===== src/rtl/oavd_pkg.sv =====
`timescale 1ns / 1ps
// ----------------------------------------------------------------------------
// OAM / VRAM DMA package
// Shared types and constants: request codes, decoded commands, result kinds,
// register addresses and queue sizes.
// ----------------------------------------------------------------------------
package oavd_pkg;

    // Request codes on req_type
    localparam logic [1:0] REQ_TICK      = 2'd0;
    localparam logic [1:0] REQ_OAM_START = 2'd1;
    localparam logic [1:0] REQ_WRITE     = 2'd2;
    localparam logic [1:0] REQ_READ      = 2'd3;

    // Result kinds on result_kind
    localparam logic [1:0] KIND_OAM_COPY = 2'd0;
    localparam logic [1:0] KIND_BUS_COPY = 2'd1;
    localparam logic [1:0] KIND_READ     = 2'd2;

    // Decoded register addresses
    localparam logic [15:0] ADDR_SRC_HI = 16'hFF51;
    localparam logic [15:0] ADDR_SRC_LO = 16'hFF52;
    localparam logic [15:0] ADDR_DST_HI = 16'hFF53;
    localparam logic [15:0] ADDR_DST_LO = 16'hFF54;
    localparam logic [15:0] ADDR_LENGTH = 16'hFF55;

    // Register field masks and fixed values
    localparam logic [7:0]  SRC_LO_MASK   = 8'hF0;
    localparam logic [7:0]  DST_HI_MASK   = 8'h1F;
    localparam logic [7:0]  DST_LO_MASK   = 8'hF0;
    localparam logic [7:0]  LEN_MASK      = 8'h7F;
    localparam logic [7:0]  LEN_IDLE_BIT  = 8'h80;
    localparam logic [7:0]  LEN_DONE      = 8'hFF;
    localparam logic [7:0]  READ_UNMAPPED = 8'hFF;
    localparam logic [15:0] DST_BASE      = 16'h8000;

    // Queue sizes
    localparam int CMD_DEPTH = 4;
    localparam int CMD_AW    = $clog2(CMD_DEPTH);
    localparam int CMD_CW    = $clog2(CMD_DEPTH + 1);
    localparam int RES_DEPTH = 4;
    localparam int RES_AW    = $clog2(RES_DEPTH);
    localparam int RES_CW    = $clog2(RES_DEPTH + 1);

    // Decoded operations passed from front to back
    typedef enum logic [3:0] {
        OP_TICK        = 4'd0,
        OP_OAM_START   = 4'd1,
        OP_SRC_HI      = 4'd2,
        OP_SRC_LO      = 4'd3,
        OP_DST_HI      = 4'd4,
        OP_DST_LO      = 4'd5,
        OP_LENGTH      = 4'd6,
        OP_READ_STATUS = 4'd7,
        OP_READ_OTHER  = 4'd8
    } op_t;

    typedef struct packed {
        op_t        op;
        logic [7:0] data;
    } cmd_t;

    typedef struct packed {
        logic [1:0]  kind;
        logic [15:0] src;
        logic [15:0] dst;
        logic [7:0]  value;
        logic        busy;
        logic        last;
    } res_t;

    // Write side of the result queue
    typedef struct packed {
        logic wr0;
        logic wr1;
        res_t res0;
        res_t res1;
    } res_wr_t;

endpackage


===== src/rtl/oavd_front.sv =====
`timescale 1ns / 1ps
// ----------------------------------------------------------------------------
// OAM / VRAM DMA front end
// Decodes incoming requests into commands and queues them for the back end.
// Writes to undecoded addresses are dropped here.
// ----------------------------------------------------------------------------
module oavd_front
(
    input  logic                clk,
    input  logic                rst_n,
    input  logic                push,
    output logic                full,
    input  logic [1:0]          req_type,
    input  logic [15:0]         reg_address,
    input  logic [7:0]          data_byte,
    output logic                cmd_valid,
    output oavd_pkg::cmd_t      cmd,
    input  logic                cmd_pop
);

    oavd_pkg::cmd_t                  mem_reg [oavd_pkg::CMD_DEPTH];
    logic [oavd_pkg::CMD_AW-1:0]     wr_ptr_reg;
    logic [oavd_pkg::CMD_AW-1:0]     rd_ptr_reg;
    logic [oavd_pkg::CMD_CW-1:0]     count_reg;
    logic [oavd_pkg::CMD_CW-1:0]     count_next;
    oavd_pkg::cmd_t                  dec_cmd;
    logic                            dec_keep;
    logic                            enq;
    logic                            deq;

    // Classify the request
    always_comb
    begin
        dec_cmd.op   = oavd_pkg::OP_TICK;
        dec_cmd.data = data_byte;
        dec_keep     = 1'b1;
        unique case (req_type)
            oavd_pkg::REQ_TICK:      dec_cmd.op = oavd_pkg::OP_TICK;
            oavd_pkg::REQ_OAM_START: dec_cmd.op = oavd_pkg::OP_OAM_START;
            oavd_pkg::REQ_WRITE:
            begin
                unique case (reg_address)
                    oavd_pkg::ADDR_SRC_HI: dec_cmd.op = oavd_pkg::OP_SRC_HI;
                    oavd_pkg::ADDR_SRC_LO: dec_cmd.op = oavd_pkg::OP_SRC_LO;
                    oavd_pkg::ADDR_DST_HI: dec_cmd.op = oavd_pkg::OP_DST_HI;
                    oavd_pkg::ADDR_DST_LO: dec_cmd.op = oavd_pkg::OP_DST_LO;
                    oavd_pkg::ADDR_LENGTH: dec_cmd.op = oavd_pkg::OP_LENGTH;
                    default:               dec_keep   = 1'b0;
                endcase
            end
            oavd_pkg::REQ_READ:
            begin
                if (reg_address == oavd_pkg::ADDR_LENGTH)
                    dec_cmd.op = oavd_pkg::OP_READ_STATUS;
                else
                    dec_cmd.op = oavd_pkg::OP_READ_OTHER;
            end
            default:                 dec_keep   = 1'b0;
        endcase
    end

    assign full      = (count_reg == oavd_pkg::CMD_CW'(oavd_pkg::CMD_DEPTH));
    assign cmd_valid = (count_reg != '0);
    assign cmd       = mem_reg[rd_ptr_reg];
    assign enq       = push && !full && dec_keep;
    assign deq       = cmd_pop && cmd_valid;

    always_comb
    begin
        count_next = count_reg;
        if (enq && !deq)
            count_next = count_reg + 1'b1;
        else if (!enq && deq)
            count_next = count_reg - 1'b1;
    end

    always_ff @(posedge clk or negedge rst_n)
    begin
        if (!rst_n)
        begin
            wr_ptr_reg <= '0;
            rd_ptr_reg <= '0;
            count_reg  <= '0;
        end
        else
        begin
            if (enq)
                wr_ptr_reg <= wr_ptr_reg + 1'b1;
            if (deq)
                rd_ptr_reg <= rd_ptr_reg + 1'b1;
            count_reg <= count_next;
        end
    end

    always_ff @(posedge clk)
    begin
        if (enq)
            mem_reg[wr_ptr_reg] <= dec_cmd;
    end

endmodule


===== src/rtl/oavd_back.sv =====
`timescale 1ns / 1ps
// ----------------------------------------------------------------------------
// OAM / VRAM DMA back end
// Holds the DMA state, executes one command per cycle while the result
// queue has room for two entries and produces up to two results per tick.
// ----------------------------------------------------------------------------
module oavd_back
#(
    parameter int OAM_BYTES      = 160,
    parameter int OAM_LEAD_TICKS = 2,
    parameter int BLOCK_BYTES    = 16
)
(
    input  logic                clk,
    input  logic                rst_n,
    input  logic                cmd_valid,
    input  oavd_pkg::cmd_t      cmd,
    output logic                cmd_pop,
    input  logic                res_room,
    output oavd_pkg::res_wr_t   res_wr
);

    logic        oam_running_reg,    oam_running_next;
    logic [7:0]  oam_index_reg,      oam_index_next;
    logic [7:0]  oam_page_reg,       oam_page_next;
    logic [1:0]  oam_delay_reg,      oam_delay_next;
    logic [15:0] vram_source_reg,    vram_source_next;
    logic [15:0] vram_target_reg,    vram_target_next;
    logic [7:0]  length_status_reg,  length_status_next;
    logic        hblank_flag_reg,    hblank_flag_next;
    logic [11:0] gen_left_reg,       gen_left_next;
    logic [10:0] gen_offset_reg,     gen_offset_next;

    logic           oam_emit;
    logic           gen_emit;
    logic           busy_next;
    logic [8:0]     oam_index_inc;
    oavd_pkg::res_t oam_res;
    oavd_pkg::res_t gen_res;
    oavd_pkg::res_t read_res;

    assign cmd_pop = cmd_valid && res_room;

    assign oam_index_inc = {1'b0, oam_index_reg} + 9'd1;

    always_comb
    begin
        oam_res       = '0;
        oam_res.kind  = oavd_pkg::KIND_OAM_COPY;
        oam_res.src   = {oam_page_reg, oam_index_reg};
        oam_res.dst   = {8'd0, oam_index_reg};
        gen_res       = '0;
        gen_res.kind  = oavd_pkg::KIND_BUS_COPY;
        gen_res.src   = vram_source_reg + {5'd0, gen_offset_reg};
        gen_res.dst   = vram_target_reg + {5'd0, gen_offset_reg};
        read_res      = '0;
        read_res.kind = oavd_pkg::KIND_READ;
        read_res.value = oavd_pkg::READ_UNMAPPED;
    end

    // State update for the command at the head of the queue
    always_comb
    begin
        oam_running_next   = oam_running_reg;
        oam_index_next     = oam_index_reg;
        oam_page_next      = oam_page_reg;
        oam_delay_next     = oam_delay_reg;
        vram_source_next   = vram_source_reg;
        vram_target_next   = vram_target_reg;
        length_status_next = length_status_reg;
        hblank_flag_next   = hblank_flag_reg;
        gen_left_next      = gen_left_reg;
        gen_offset_next    = gen_offset_reg;
        oam_emit           = 1'b0;
        gen_emit           = 1'b0;
        res_wr             = '0;

        if (cmd_pop)
        begin
            unique case (cmd.op)
                oavd_pkg::OP_TICK:
                begin
                    if (oam_running_reg)
                    begin
                        if (oam_delay_reg != 2'd0)
                            oam_delay_next = oam_delay_reg - 2'd1;
                        else
                        begin
                            oam_emit         = 1'b1;
                            oam_index_next   = oam_index_inc[7:0];
                            oam_running_next = (oam_index_inc < 9'(OAM_BYTES));
                        end
                    end
                    if (gen_left_reg != 12'd0)
                    begin
                        gen_emit        = 1'b1;
                        gen_offset_next = gen_offset_reg + 11'd1;
                        gen_left_next   = gen_left_reg - 12'd1;
                    end
                end
                oavd_pkg::OP_OAM_START:
                begin
                    oam_running_next = 1'b1;
                    oam_index_next   = 8'd0;
                    oam_delay_next   = 2'(OAM_LEAD_TICKS);
                    oam_page_next    = cmd.data;
                end
                oavd_pkg::OP_SRC_HI:
                    vram_source_next = {cmd.data, vram_source_reg[7:0]};
                oavd_pkg::OP_SRC_LO:
                    vram_source_next = {vram_source_reg[15:8], cmd.data & oavd_pkg::SRC_LO_MASK};
                oavd_pkg::OP_DST_HI:
                    vram_target_next = oavd_pkg::DST_BASE
                                     | {cmd.data & oavd_pkg::DST_HI_MASK, vram_target_reg[7:0]};
                oavd_pkg::OP_DST_LO:
                    vram_target_next = oavd_pkg::DST_BASE
                                     | {vram_target_reg[15:8], cmd.data & oavd_pkg::DST_LO_MASK};
                oavd_pkg::OP_LENGTH:
                begin
                    if (hblank_flag_reg && !cmd.data[7])
                    begin
                        hblank_flag_next   = 1'b0;
                        length_status_next = oavd_pkg::LEN_DONE;
                    end
                    else if (cmd.data[7])
                    begin
                        length_status_next = cmd.data & oavd_pkg::LEN_MASK;
                        hblank_flag_next   = 1'b1;
                    end
                    else
                    begin
                        gen_left_next      = 12'(({5'd0, cmd.data[6:0]} + 12'd1)
                                                 * 12'(BLOCK_BYTES));
                        gen_offset_next    = 11'd0;
                        length_status_next = oavd_pkg::LEN_DONE;
                    end
                end
                oavd_pkg::OP_READ_STATUS:
                begin
                    res_wr.wr0        = 1'b1;
                    res_wr.res0       = read_res;
                    res_wr.res0.value = (hblank_flag_reg ? 8'd0 : oavd_pkg::LEN_IDLE_BIT)
                                      | length_status_reg;
                end
                oavd_pkg::OP_READ_OTHER:
                begin
                    res_wr.wr0  = 1'b1;
                    res_wr.res0 = read_res;
                end
                default: ;
            endcase

            // Order the tick results: OAM copy first, bus copy second
            if (oam_emit)
            begin
                res_wr.wr0  = 1'b1;
                res_wr.res0 = oam_res;
                if (gen_emit)
                begin
                    res_wr.wr1  = 1'b1;
                    res_wr.res1 = gen_res;
                end
            end
            else if (gen_emit)
            begin
                res_wr.wr0  = 1'b1;
                res_wr.res0 = gen_res;
            end
        end

        busy_next = oam_running_next || hblank_flag_next || (gen_left_next != 12'd0);
        res_wr.res0.busy = busy_next;
        res_wr.res1.busy = busy_next;
        res_wr.res0.last = !res_wr.wr1;
        res_wr.res1.last = 1'b1;
    end

    always_ff @(posedge clk or negedge rst_n)
    begin
        if (!rst_n)
        begin
            oam_running_reg   <= 1'b0;
            oam_index_reg     <= 8'd0;
            oam_page_reg      <= 8'd0;
            oam_delay_reg     <= 2'd0;
            vram_source_reg   <= 16'd0;
            vram_target_reg   <= 16'd0;
            length_status_reg <= 8'd0;
            hblank_flag_reg   <= 1'b0;
            gen_left_reg      <= 12'd0;
            gen_offset_reg    <= 11'd0;
        end
        else
        begin
            oam_running_reg   <= oam_running_next;
            oam_index_reg     <= oam_index_next;
            oam_page_reg      <= oam_page_next;
            oam_delay_reg     <= oam_delay_next;
            vram_source_reg   <= vram_source_next;
            vram_target_reg   <= vram_target_next;
            length_status_reg <= length_status_next;
            hblank_flag_reg   <= hblank_flag_next;
            gen_left_reg      <= gen_left_next;
            gen_offset_reg    <= gen_offset_next;
        end
    end

`ifndef SYNTH
    a_oam_index_range: assert property (@(posedge clk) disable iff (!rst_n)
        oam_running_reg |-> ({1'b0, oam_index_reg} < 9'(OAM_BYTES)))
        else $error("OAM index beyond table while copy runs");

    a_gen_left_range: assert property (@(posedge clk) disable iff (!rst_n)
        gen_left_reg <= 12'(128 * BLOCK_BYTES))
        else $error("general copy length beyond maximum");
`endif

endmodule


===== src/rtl/oavd_res_fifo.sv =====
`timescale 1ns / 1ps
// ----------------------------------------------------------------------------
// OAM / VRAM DMA result queue
// Small result queue taking up to two entries per cycle and giving one.
// ----------------------------------------------------------------------------
module oavd_res_fifo
(
    input  logic                clk,
    input  logic                rst_n,
    input  oavd_pkg::res_wr_t   res_wr,
    output logic                res_room,
    output logic                empty,
    input  logic                pop,
    output oavd_pkg::res_t      dout
);

    oavd_pkg::res_t                  mem_reg [oavd_pkg::RES_DEPTH];
    logic [oavd_pkg::RES_AW-1:0]     wr_ptr_reg;
    logic [oavd_pkg::RES_AW-1:0]     rd_ptr_reg;
    logic [oavd_pkg::RES_CW-1:0]     count_reg;
    logic [oavd_pkg::RES_AW-1:0]     wr_ptr_p1;
    logic [1:0]                      n_wr;
    logic                            deq;

    assign empty     = (count_reg == '0);
    assign dout      = mem_reg[rd_ptr_reg];
    assign deq       = pop && !empty;
    assign res_room  = (count_reg <= oavd_pkg::RES_CW'(oavd_pkg::RES_DEPTH - 2));
    assign wr_ptr_p1 = wr_ptr_reg + 1'b1;
    assign n_wr      = {1'b0, res_wr.wr0} + {1'b0, res_wr.wr1};

    always_ff @(posedge clk or negedge rst_n)
    begin
        if (!rst_n)
        begin
            wr_ptr_reg <= '0;
            rd_ptr_reg <= '0;
            count_reg  <= '0;
        end
        else
        begin
            wr_ptr_reg <= wr_ptr_reg + oavd_pkg::RES_AW'(n_wr);
            if (deq)
                rd_ptr_reg <= rd_ptr_reg + 1'b1;
            count_reg <= count_reg + oavd_pkg::RES_CW'(n_wr)
                       - oavd_pkg::RES_CW'(deq);
        end
    end

    always_ff @(posedge clk)
    begin
        if (res_wr.wr0)
            mem_reg[wr_ptr_reg] <= res_wr.res0;
        if (res_wr.wr1)
            mem_reg[wr_ptr_p1] <= res_wr.res1;
    end

`ifndef SYNTH
    a_wr_order: assert property (@(posedge clk) disable iff (!rst_n)
        res_wr.wr1 |-> res_wr.wr0)
        else $error("second result written without first");

    a_no_overflow: assert property (@(posedge clk) disable iff (!rst_n)
        (res_wr.wr0 && !res_room) |-> 1'b0)
        else $error("result queue written without room");
`endif

endmodule


===== src/rtl/oam_and_vram_dma_controller.sv =====
`timescale 1ns / 1ps
// ----------------------------------------------------------------------------
// OAM and VRAM DMA controller
// Top level: request decode front end, command queue, DMA state back end
// and result queue.
// ----------------------------------------------------------------------------
// Usage:
//   Requests enter through a queue-style port: a transfer happens on a clock
//   edge with push high and full low. req_type selects tick, OAM DMA start,
//   register write or register read; reg_address and data_byte qualify it.
//   Results leave through a second queue-style port: while empty is low the
//   oldest result sits on the result ports and transfers on an edge with pop
//   high. A tick gives zero, one or two results (OAM copy before bus copy);
//   a read gives one; starts and writes give none. last_of_step marks the
//   final result of a request.
//   Path: a request is registered in the command queue; the engine executes
//   it when the result queue has room and writes its results into the
//   registered result queue, whose head drives the result ports.
//   Throughput: one request per cycle while full is low; the DMA engine
//   executes one command per cycle whenever the result queue has room for
//   two entries. Results drain at one per cycle, so a stream of
//   double-result ticks runs at the pop rate.
//   Reset clears all DMA state and both queues. When the receiver stalls,
//   the result queue fills, the engine holds, then the command queue fills
//   and full rises; nothing is lost.
// ----------------------------------------------------------------------------
module oam_and_vram_dma_controller
#(
    parameter int OAM_BYTES      = 160,
    parameter int OAM_LEAD_TICKS = 2,
    parameter int BLOCK_BYTES    = 16
)
(
    input  logic        clk,
    input  logic        rst_n,
    input  logic        push,
    output logic        full,
    input  logic [1:0]  req_type,
    input  logic [15:0] reg_address,
    input  logic [7:0]  data_byte,
    output logic        empty,
    input  logic        pop,
    output logic [1:0]  result_kind,
    output logic [15:0] source_address,
    output logic [15:0] target_address,
    output logic [7:0]  read_value,
    output logic        busy_res,
    output logic        last_of_step
);

    logic              cmd_valid;
    oavd_pkg::cmd_t    cmd;
    logic              cmd_pop;
    logic              res_room;
    oavd_pkg::res_wr_t res_wr;
    oavd_pkg::res_t    res_head;

    // Decode requests, drop undecoded writes, queue the rest
    oavd_front u_front
    (
        .clk         (clk),
        .rst_n       (rst_n),
        .push        (push),
        .full        (full),
        .req_type    (req_type),
        .reg_address (reg_address),
        .data_byte   (data_byte),
        .cmd_valid   (cmd_valid),
        .cmd         (cmd),
        .cmd_pop     (cmd_pop)
    );

    // Execute commands against the DMA state
    oavd_back
    #(
        .OAM_BYTES      (OAM_BYTES),
        .OAM_LEAD_TICKS (OAM_LEAD_TICKS),
        .BLOCK_BYTES    (BLOCK_BYTES)
    )
    u_back
    (
        .clk       (clk),
        .rst_n     (rst_n),
        .cmd_valid (cmd_valid),
        .cmd       (cmd),
        .cmd_pop   (cmd_pop),
        .res_room  (res_room),
        .res_wr    (res_wr)
    );

    // Hold results until the receiver takes them
    oavd_res_fifo u_res_fifo
    (
        .clk      (clk),
        .rst_n    (rst_n),
        .res_wr   (res_wr),
        .res_room (res_room),
        .empty    (empty),
        .pop      (pop),
        .dout     (res_head)
    );

    assign result_kind    = res_head.kind;
    assign source_address = res_head.src;
    assign target_address = res_head.dst;
    assign read_value     = res_head.value;
    assign busy_res       = res_head.busy;
    assign last_of_step   = res_head.last;

endmodule

===== config.mk =====
export PLATFORM = sky130hd
export DESIGN_NAME = oam_and_vram_dma_controller
export DESIGN_NICKNAME = d
export VERILOG_FILES = /design/src/rtl/oavd_pkg.sv /design/src/rtl/oavd_front.sv /design/src/rtl/oavd_back.sv /design/src/rtl/oavd_res_fifo.sv /design/src/rtl/oam_and_vram_dma_controller.sv
export SDC_FILE = /design/constraint.sdc
export NUM_CORES = 1
export LEC_CHECK = 0
export BUFFER_PORTS_ARGS = -buffer_cell sky130_fd_sc_hd__buf_2
export CAP_MARGIN = 30
export CORE_MARGIN = 2
export CORE_UTILIZATION = 35
export CTS_BUF_LIST = sky130_fd_sc_hd__clkbuf_4
export DETAILED_ROUTE_END_ITERATION = 6
export GPL_ROUTABILITY_DRIVEN = 0
export SLEW_MARGIN = 20
export SYNTH_ARGS = -nofsm -noshare
export SYNTH_HDL_FRONTEND = slang
export SYNTH_SLANG_ARGS = --single-unit

===== constraint.sdc =====
create_clock -name clk -period 5.9 [get_ports clk]
set_clock_uncertainty 0.05 [all_clocks]
set_input_delay 1.77 -clock clk [delete_from_list [all_inputs] [get_ports clk]]
set_output_delay 1.77 -clock clk [all_outputs]
set_load 0.02 [all_outputs]

==> results.ini <==
[floorplan]
placeableCoreArea_sq_um = 39900
die_height_um = 205
row_count = 73
design.portCount = 76
die_width_um = 205
die_area_sq_um = 42200
initial_core_util_pct = 35.5

[yosys]
synth.top_cells.by_count = edfxtp_1 (168), nor2_1 (111), nand2_1 (96)
yosysTopAreaCell = edfxtp_1
synth_top_cells_by_area = edfxtp_1 (36%), dfrtp_1 (15%), mux4_2 (8.3%), dfxtp_1 (5.6%), o21ai_0 (3.4%)
synthCells = 1189
netlist_area_before_placement_sq_um = 14200
seq_area_frac_synth_pct = 56.5
synth_largest_type_area_fraction_pct = 35.6
post_synth.cell_area_avg_sq_um = 11.9
warnings_from_yosys = 0
ys_dominant_reg_cell = edfxtp_1
synth-async-reset-ratio_pct = 29.5
synth.ff_latch_count = 295
synthMostInstantiatedCell = edfxtp_1
synth_edf_count = 168
synthDistinctLibCells = 70

[placement]
io_buffers = 75
hpwlAfterDp_um = 25300

[detailed_routing]
detailedRoute.firstIterationViolations = 826
postRouteAntennaNets = 0
finalWirelength_um = 36900
avgRoutedWirePerCell_um = 19.6
vias = 10100
drt_first_pass_iters = 6
drc = 0
routed_vias_inst = 5.39

[global_routing]
globalRouteMet1Util_pct = 24.0
via_count_of_the_first_global_routing_pass = 10200
globalRouteTotalUtil_pct = 18.0
globalRouteMet3Util_pct = 3.93
grt_antenna_before_repair = 1
grt_first_pass_wirelength_um = 58200
grtUsageMet2_pct = 29.3
grt_max_degree = 46
global_route.peak_usage_layer = met2
grt_overflow_total = 0

[finish]
finalNetCount = 1356
layout-drive-gt1-share_pct = 23.8
synthesis_to_finish_area_growth_pct = 13.7
nFillCells = 3812
largest_register_ff_count = 160

[worst_setup_path]
critPathLaunchType = flop
cp_cell_sequence = buf_4, mux4_2, buf_2
worst-setup-path-type = reg -> out
end_kind = output pin
required_ns = 4.08
critical_path.max_fanout = 26
crit_arrival_ns = 2.92
timing.critical_path.slowest_cell_delay_ns = 0.96
crit_slowest_cell = dfrtp_2

[clock_network]
clock_insertion_delay_worst_skew_ns = 0.74
clock_tree.htree_level_count = 3
cts.reportedPaths.clkPinSlew_ns = 0.06
cts.root.buffer_cell = clkbuf_4
max-clock-path-buffers = 3
postCtsHoldBufs = 0
cts_repair_resize_count = 0
cts_num_sinks = 295
cts.repair_timing.setup_buffer_count = 0
clock_tree_from_tritoncts = built
cts_made_buffers = 79

[worst_hold_path]
min_path_type = reg -> reg

[timing]
totalNegativeSetupSlack_ns = 0
fraction_of_the_cycle_the_final_worst_path_needs_pct = 80.4
final-max-slew-violation-count = 0
setup_violators_final = 0
max_slew.worst_pin.slew_ns = 0.939
period_needed_ns = 4.74
relSlewSlack_pct = 36.9
fin_worst_hold_slack_ns = 0.423
final-hold-violation-count = 0
timing.fmax_ghz = 0.211
grt_setup_unrepaired = no

[pwr]
leakagePower_nw = 6.11
peakVddDrop_mv = 0.160
power.density_nw_per_um2 = 467

[outcome]
run_status = finished clean

[flow_run]
max-cap-violations = 0

critical path, delay by kind of cell, from the launching register on:
kind / cells / cell delay [ns]
flops: 1 / 0.96
mux: 1 / 0.58
buf+inv: 2 / 0.64
area by class of cell:
cell class	instances	area, sq um	area share, %
tap	525	657	4.07
multi-input combinational	788	5730	35.5
antenna	1	2.50	0.0155
timing repair buffer	96	536	3.32
clock inverter	15	113	0.698
sequential	295	8030	49.8
inverter	34	128	0.791
clock buffer	125	938	5.82
per-stage QoR:
stage	worst slack (ns)	area (sq um)	instances	utilization (%)	total power, mW
2_1_floorplan	1.60	14200	1192	-	4.89
3_3_place_gp	1.20	15100	1738	37.8	5.67
3_5_place_dp	1.11	15100	1738	37.8	5.72
4_1_cts	0.997	16100	1878	40.4	7.62
5_1_grt	0.930	16100	1879	40.4	8.03
6_report	1.16	16100	1879	40.4	7.53
logic make-up (layout without fill, tap and decap cells):
family	Yosys count	after routing	share of synthesized area [%]
flip-flops	295	295	56.5
AND/OR/NAND/NOR	363	363	12.5
other	1	5	0.0264
multiplexers	80	80	10.4
buffers and inverters	109	270	3.25
adder cells (fa/ha/maj)	32	32	2.93
XOR/XNOR	50	50	3.09
AO/OA/AOI/OAI	259	259	11.2
power by group:
part / internal [mW] / leakage [nW] / switching, mW
Combinational: 1.02 / 2.52 / 1.66
Clock: 1.04 / 0.633 / 0.817
Sequential: 2.61 / 2.95 / 0.382
per-layer routing:
metal  wire [um]  part of all wire, %
met3        2720                  7.4
met2       17700                   48
met4         542                  1.5
met1       15900                   43
met5           0                    0
worst paths after layout:
path                                          start                    endpoint  slack (ns)  cells past startpoint
min                        u_res_fifo.mem_reg[1][3]    u_res_fifo.mem_reg[1][3]        0.42                      2
min reg2reg                u_res_fifo.mem_reg[1][3]    u_res_fifo.mem_reg[1][3]        0.42                      2
max reg2reg                   u_front.rd_ptr_reg[0]   u_res_fifo.mem_reg[3][29]        1.24                      9
max in group asynchronous                     rst_n     u_back.oam_index_reg[0]        3.75                      2
min in group asynchronous                     rst_n  u_back.vram_source_reg[10]        1.00                      1
max                        u_res_fifo.rd_ptr_reg[0]           target_address[1]        1.16                      3
cells in the final DEF, fill, tap and decap left out, types with 6 or more instances in the layout:
cell type / count
nand2_1: 96
buf_4: 22
mux2_2: 23
clkinv_1: 10
dfxtp_1: 40
nand4_1: 7
nand3_1: 59
a22o_1: 20
inv_1: 32
dfrtp_1: 85
and2_1: 11
clkbuf_4: 125
xnor2_1: 28
buf_2: 74
nor2_1: 111
nor2b_1: 6
o21ai_0: 95
nor3_1: 19
mux4_2: 52
xor2_1: 22
ha_1: 30
o31ai_1: 7
a21oi_1: 49
edfxtp_1: 168
and3_1: 10
o22ai_1: 43
a31oi_1: 6
a21o_1: 6
(Power assumes the default switching activity.)
